==> config.mk <==
export PLATFORM = sky130hd
export DESIGN_NAME = dpf_div
export DESIGN_NICKNAME = d
export VERILOG_FILES = /design/src/rtl/dpf_pkg.sv /design/src/rtl/dpf_div.sv
export SDC_FILE = /design/constraint.sdc
export NUM_CORES = 1
export LEC_CHECK = 0
export BUFFER_PORTS_ARGS = -buffer_cell sky130_fd_sc_hd__buf_2
export CORE_UTILIZATION = 35
export DETAILED_ROUTE_END_ITERATION = 8
export PLACE_DENSITY_LB_ADDON = 0.1
export SYNTH_ARGS = -nofsm -noshare
export SYNTH_HDL_FRONTEND = slang
export SYNTH_SLANG_ARGS = --single-unit
==> constraint.sdc <==
create_clock -name clk_i -period 4.24 [get_ports clk_i]
set_input_delay 0.848 -clock clk_i [delete_from_list [all_inputs] [get_ports clk_i]]
set_output_delay 0.848 -clock clk_i [all_outputs]
set_load 0.1 [all_outputs]
==> src/rtl/dpf_pkg.sv <==
// shared types and constants of the distinct prime factorizer
`timescale 1ns / 1ps
package dpf_pkg;

  localparam int VALUE_W     = 16;
  localparam int INDEX_W     = 13;
  localparam int MAX_RESULTS = 6;
  localparam int NUM_W       = 3;

  typedef enum logic [3:0] {
    ST_CLEAR,
    ST_SV_RD,
    ST_SV_TEST,
    ST_SV_MARK,
    ST_IDLE,
    ST_NEXT,
    ST_PR_RD,
    ST_PR_WAIT,
    ST_DIV_GO,
    ST_DIV_WAIT,
    ST_EMIT,
    ST_FINAL
  } state_e;

endpackage

==> src/rtl/dpf_div.sv <==
// iterative restoring divider, one quotient bit per cycle
`timescale 1ns / 1ps
module dpf_div
  import dpf_pkg::*;
#(
  parameter int DIV_W = 16
) (
  input  logic                 clk_i,
  input  logic                 rst_ni,
  input  logic                 start_i,
  input  logic [VALUE_W-1:0]   dividend_i,
  input  logic [DIV_W-1:0]     divisor_i,
  output logic                 done_o,
  output logic [VALUE_W-1:0]   quot_o,
  output logic                 rem_zero_o
);

  localparam int CNT_W = $clog2(VALUE_W);

  logic               busy_q, busy_d;
  logic               done_q, done_d;
  logic [CNT_W-1:0]   cnt_q, cnt_d;
  logic [DIV_W:0]     r_q, r_d;
  logic [VALUE_W-1:0] q_q, q_d;
  logic [DIV_W:0]     trial;

  always_comb begin
    trial  = {r_q[DIV_W-1:0], q_q[VALUE_W-1]};
    busy_d = busy_q;
    done_d = 1'b0;
    cnt_d  = cnt_q;
    r_d    = r_q;
    q_d    = q_q;
    if (start_i) begin
      busy_d = 1'b1;
      cnt_d  = '0;
      r_d    = '0;
      q_d    = dividend_i;
    end else if (busy_q) begin
      if (trial >= {1'b0, divisor_i}) begin
        r_d = trial - {1'b0, divisor_i};
        q_d = {q_q[VALUE_W-2:0], 1'b1};
      end else begin
        r_d = trial;
        q_d = {q_q[VALUE_W-2:0], 1'b0};
      end
      cnt_d = cnt_q + 1'b1;
      if (cnt_q == CNT_W'(VALUE_W - 1)) begin
        busy_d = 1'b0;
        done_d = 1'b1;
      end
    end
  end

  always_ff @(posedge clk_i or negedge rst_ni) begin
    if (!rst_ni) begin
      busy_q <= 1'b0;
      done_q <= 1'b0;
      cnt_q  <= '0;
    end else begin
      busy_q <= busy_d;
      done_q <= done_d;
      cnt_q  <= cnt_d;
    end
  end

  always_ff @(posedge clk_i) begin
    r_q <= r_d;
    q_q <= q_d;
  end

  assign done_o     = done_q;
  assign quot_o     = q_q;
  assign rem_zero_o = (r_q == '0);

endmodule

==> flow_summary_export.csv <==
group,metric,value,unit
placement,dp_hpwl,4680,µm
placement,placed_area,2980,µm²
route,drc,0,
logic_synthesis,synth-seq-area-share,0.369,
sta,slew_headroom,0.463,
global_route,grt_usage,0.168,
floorplanning,die_area,7880,µm²
worst_setup_path,worstSetupPathType,"input pin to flop",
power,p_comb_frac,0.581,
logic_synthesis,synthAdderAreaFrac,0.0884,
worst_setup_path,required,4.42,ns
clock_network,htree_levels,2,
sta,finalSetupViolCount,0,
sta,hold_viol,0,
route,routed_wl,6210,µm
route,drtIter0Drc,96,
route,route.detailed.wl_per_inst,14.6,µm
logic_synthesis,synth.area.top_cells,"edfxtp_1, dfxtp_1, ha_1, mux2_2, dfrtp_1",
logic_synthesis,syn_nets,331,
sta,fin_skew,0.00584,ns
global_route,grt_max_degree,34,
logic_synthesis,yosys.area_share.simple,0.152,
logic_synthesis,synth_seq_cells,39,
job,cap_violations,0,
worst_setup_path,crit_top_cell,"or3_1",
power,ir_drop,0.000268,V
power,p_switching,1.07,mW
logic_synthesis,synth-compound-area-share,0.196,
clock_network,hold_buffers,0,
clock_network,cts_tree,"built",
worst_setup_path,worstPathArrival,3.20,ns
logic_synthesis,synth_warnings,0,
logic_synthesis,synth_xor_area_frac,0.0466,
hold_path,holdCritPathClass,"input pin to async pin",
clock_network,clk_transition_reported_paths,0.08,ns
cells_and_area,fillCellCount,756,
sta,drv_slew,0,
worst_setup_path,critPathCaptureType,"flop",
power,p_int,1.07,mW
worst_setup_path,path_cells,"buf_2 > ha_1 > fa_1 > nand2b_1 > a21oi_1 > o21ai_1 > a311oi_1 > or3_1 > a211oi_1 > or3_1",
logic_synthesis,yosysTopAreaCell,"edfxtp_1",
global_route,grt_pass1_wl,9890,µm
clock_network,post_cts_buffers,0,
logic_synthesis,synth_mux_area_frac,0.0950,
floorplanning,start_util,0.363,
logic_synthesis,yosysMostFrequentCell,"nor2_1",
logic_synthesis,synth_top_family_by_area,"compound AO/OA/AOI/OAI gates",
logic_synthesis,synth_ff_type,"dfxtp_1",
power,p_leak,1.39,nW
power,cellPowerDensity,692,nW/µm²
logic_synthesis,ys_types,52,
clock_network,cts_made_buffers,5,
outcome,status,"finished clean",
global_route,grt_overflow,0,
global_route,antenna_found_initial,0,
floorplanning,rows,31,
floorplanning,fp.coreArea,7250,µm²
power,power_frac_clock,0.147,
worst_setup_path,cp_num_buf_inv,1,
clock_network,worst_skew_pair.late_latency,0.29,ns
worst_setup_path,setup.worst_path.start_class,"input pin",
global_route,first_global_vias,2005,
sta,tightest_slew,0.806,ns
clock_network,cts_root_buf,"clkbuf_8",
cells_and_area,fin_area,3090,µm²
cells_and_area,final_nets,378,
sta,period_share,0.712,
worst_setup_path,crit_slowest_cell,"fa_1",
sta,fmax,331,MHz
worst_setup_path,critPathTopFamily,"compound AO/OA/AOI/OAI gates",
floorplanning,ios,53,
sta,final.setup.tns,0,ns
route,vias_per_cell,5.08,
logic_synthesis,synth_top_area_frac,0.182,
logic_synthesis,synth.top_cells.by_count,"nor2_1, inv_1, dfxtp_1, ha_1, edfxtp_1",
route,ant_nets,0,
worst_setup_path,worst_path_largest_cell_delay,0.40,ns
clock_network,cts.path.max_buffers,2,
route,drtPass1Iterations,4,
logic_synthesis,netlist_instances,278,
cells_and_area,drive_above_1_share,0.258,
floorplanning,die_h,88.7,µm
sta,rsz0062_at_grt,"no",
clock_network,cts_sinks,39,
logic_synthesis,synth.avg_cell_area,9.47,µm²
cells_and_area,area_delta_synth_final,17.3,%
power,p_seq_frac,0.272,
logic_synthesis,synth-async-reset-ratio,0.154,
cells_and_area,n_antenna_cell,0,
clock_network,cts.repair.resized,0,
route,vias,2161,
placement,gp_congestion,0.834,
power,switching_share,0.499,
sta,finalCriticalPeriod,3.02,ns
placement,io_buffers,52,
floorplanning,die_w,88.7,µm
worst_setup_path,cp_max_fo,3,
logic_synthesis,syn_area,2630,µm²
logic_synthesis,synth-edff-count,16,
state kept, by name, indices dropped and copies added (netlist names):
signal / flops
r_q: 17
done_o: 1
cnt_q: 4
busy_q: 1
quot_o: 16
kinds of logic after synthesis:
kind of cell / after synthesis
fa+ha+maj: 18
xor+xnor: 14
simple gates: 81
flops: 39
buf+inv: 36
mux: 23
compound gates: 67
cells in the final DEF, fill, tap and decap left out, types with 3 or more instances in the layout:
cell type / count
a211o_1: 5
a211oi_1: 9
a21o_1: 6
a21oi_1: 12
a31oi_1: 3
and2_1: 3
and3_1: 4
buf_2: 52
clkbuf_8: 5
dfrtp_1: 6
dfxtp_1: 17
edfxtp_1: 16
ha_1: 17
inv_1: 23
mux2_2: 15
mux2i_1: 7
nand2_1: 14
nand2b_1: 5
nand3_1: 6
nand4_1: 5
nor2_1: 25
nor3_1: 7
nor4_1: 3
o211ai_1: 3
o21ai_0: 5
o21ai_1: 5
or3_1: 4
xnor2_1: 8
xor2_1: 6
worst register-to-register path: stages, from the launching register on:
cell and delay [ns]:
edfxtp_1 0.40, inv_1 0.06, ha_1 0.21, fa_1 0.40, nand2b_1 0.18, a21oi_1 0.33
o21ai_1 0.18, a311oi_1 0.36, or3_1 0.16, a211oi_1 0.06, or3_1 0.37
power groups by stage:
stage / clock, mW / combinational (mW) / sequential [mW]
detailed placement: 0 / 1.24 / 0.588
global placement: 0 / 1.25 / 0.592
floorplan: 0 / 0.836 / 0.708
global route: 0.342 / 1.35 / 0.597
finish: 0.315 / 1.24 / 0.581
CTS: 0.326 / 1.24 / 0.580
layout make-up:
cell class	instances	area (µm²)	share of cell area
multi-input combinational	203	1530	0.495
clock inverter	3	43.8	0.0142
clock buffer	5	68.8	0.0223
inverter	23	86.3	0.0279
timing repair buffer	53	268	0.0867
tap	99	124	0.0401
sequential	39	971	0.314
metrics by stage:
step	util	cells	power (mW)	hold slack, ns	worst slack [ns]
floorplan	-	278	1.54	0.448	0.905
global placement	0.410	417	1.84	0.488	0.955
detailed placement	0.410	417	1.82	0.499	0.950
CTS	0.426	425	2.15	0.364	1.26
global route	0.426	425	2.29	0.360	1.10
finish	0.426	425	2.14	0.369	1.22
worst paths after layout:
kind                               from        to  slack, ns  depth (start not counted)
setup / recovery           divisor_i[0]   r_q[14]       1.22                         10
min in group clk_i              r_q[13]   r_q[13]       0.52                          2
hold / removal                   rst_ni  cnt_q[3]       0.37                          1
max in group asynchronous        rst_ni  cnt_q[2]       3.72                          1
setup reg to reg             quot_o[15]   r_q[14]       1.44                         10
hold reg to reg                 r_q[13]   r_q[13]       0.52                          2
routing by layer:
metal  track usage  vias up  wire, µm
li1              -     1107         -
met1         0.241     1013      3180
met2         0.257       39      2780
met3        0.0364        2       203
met4        0.0396        0        36
met5             0        -         0
No activity file was read; power rests on OpenSTA's default activity.
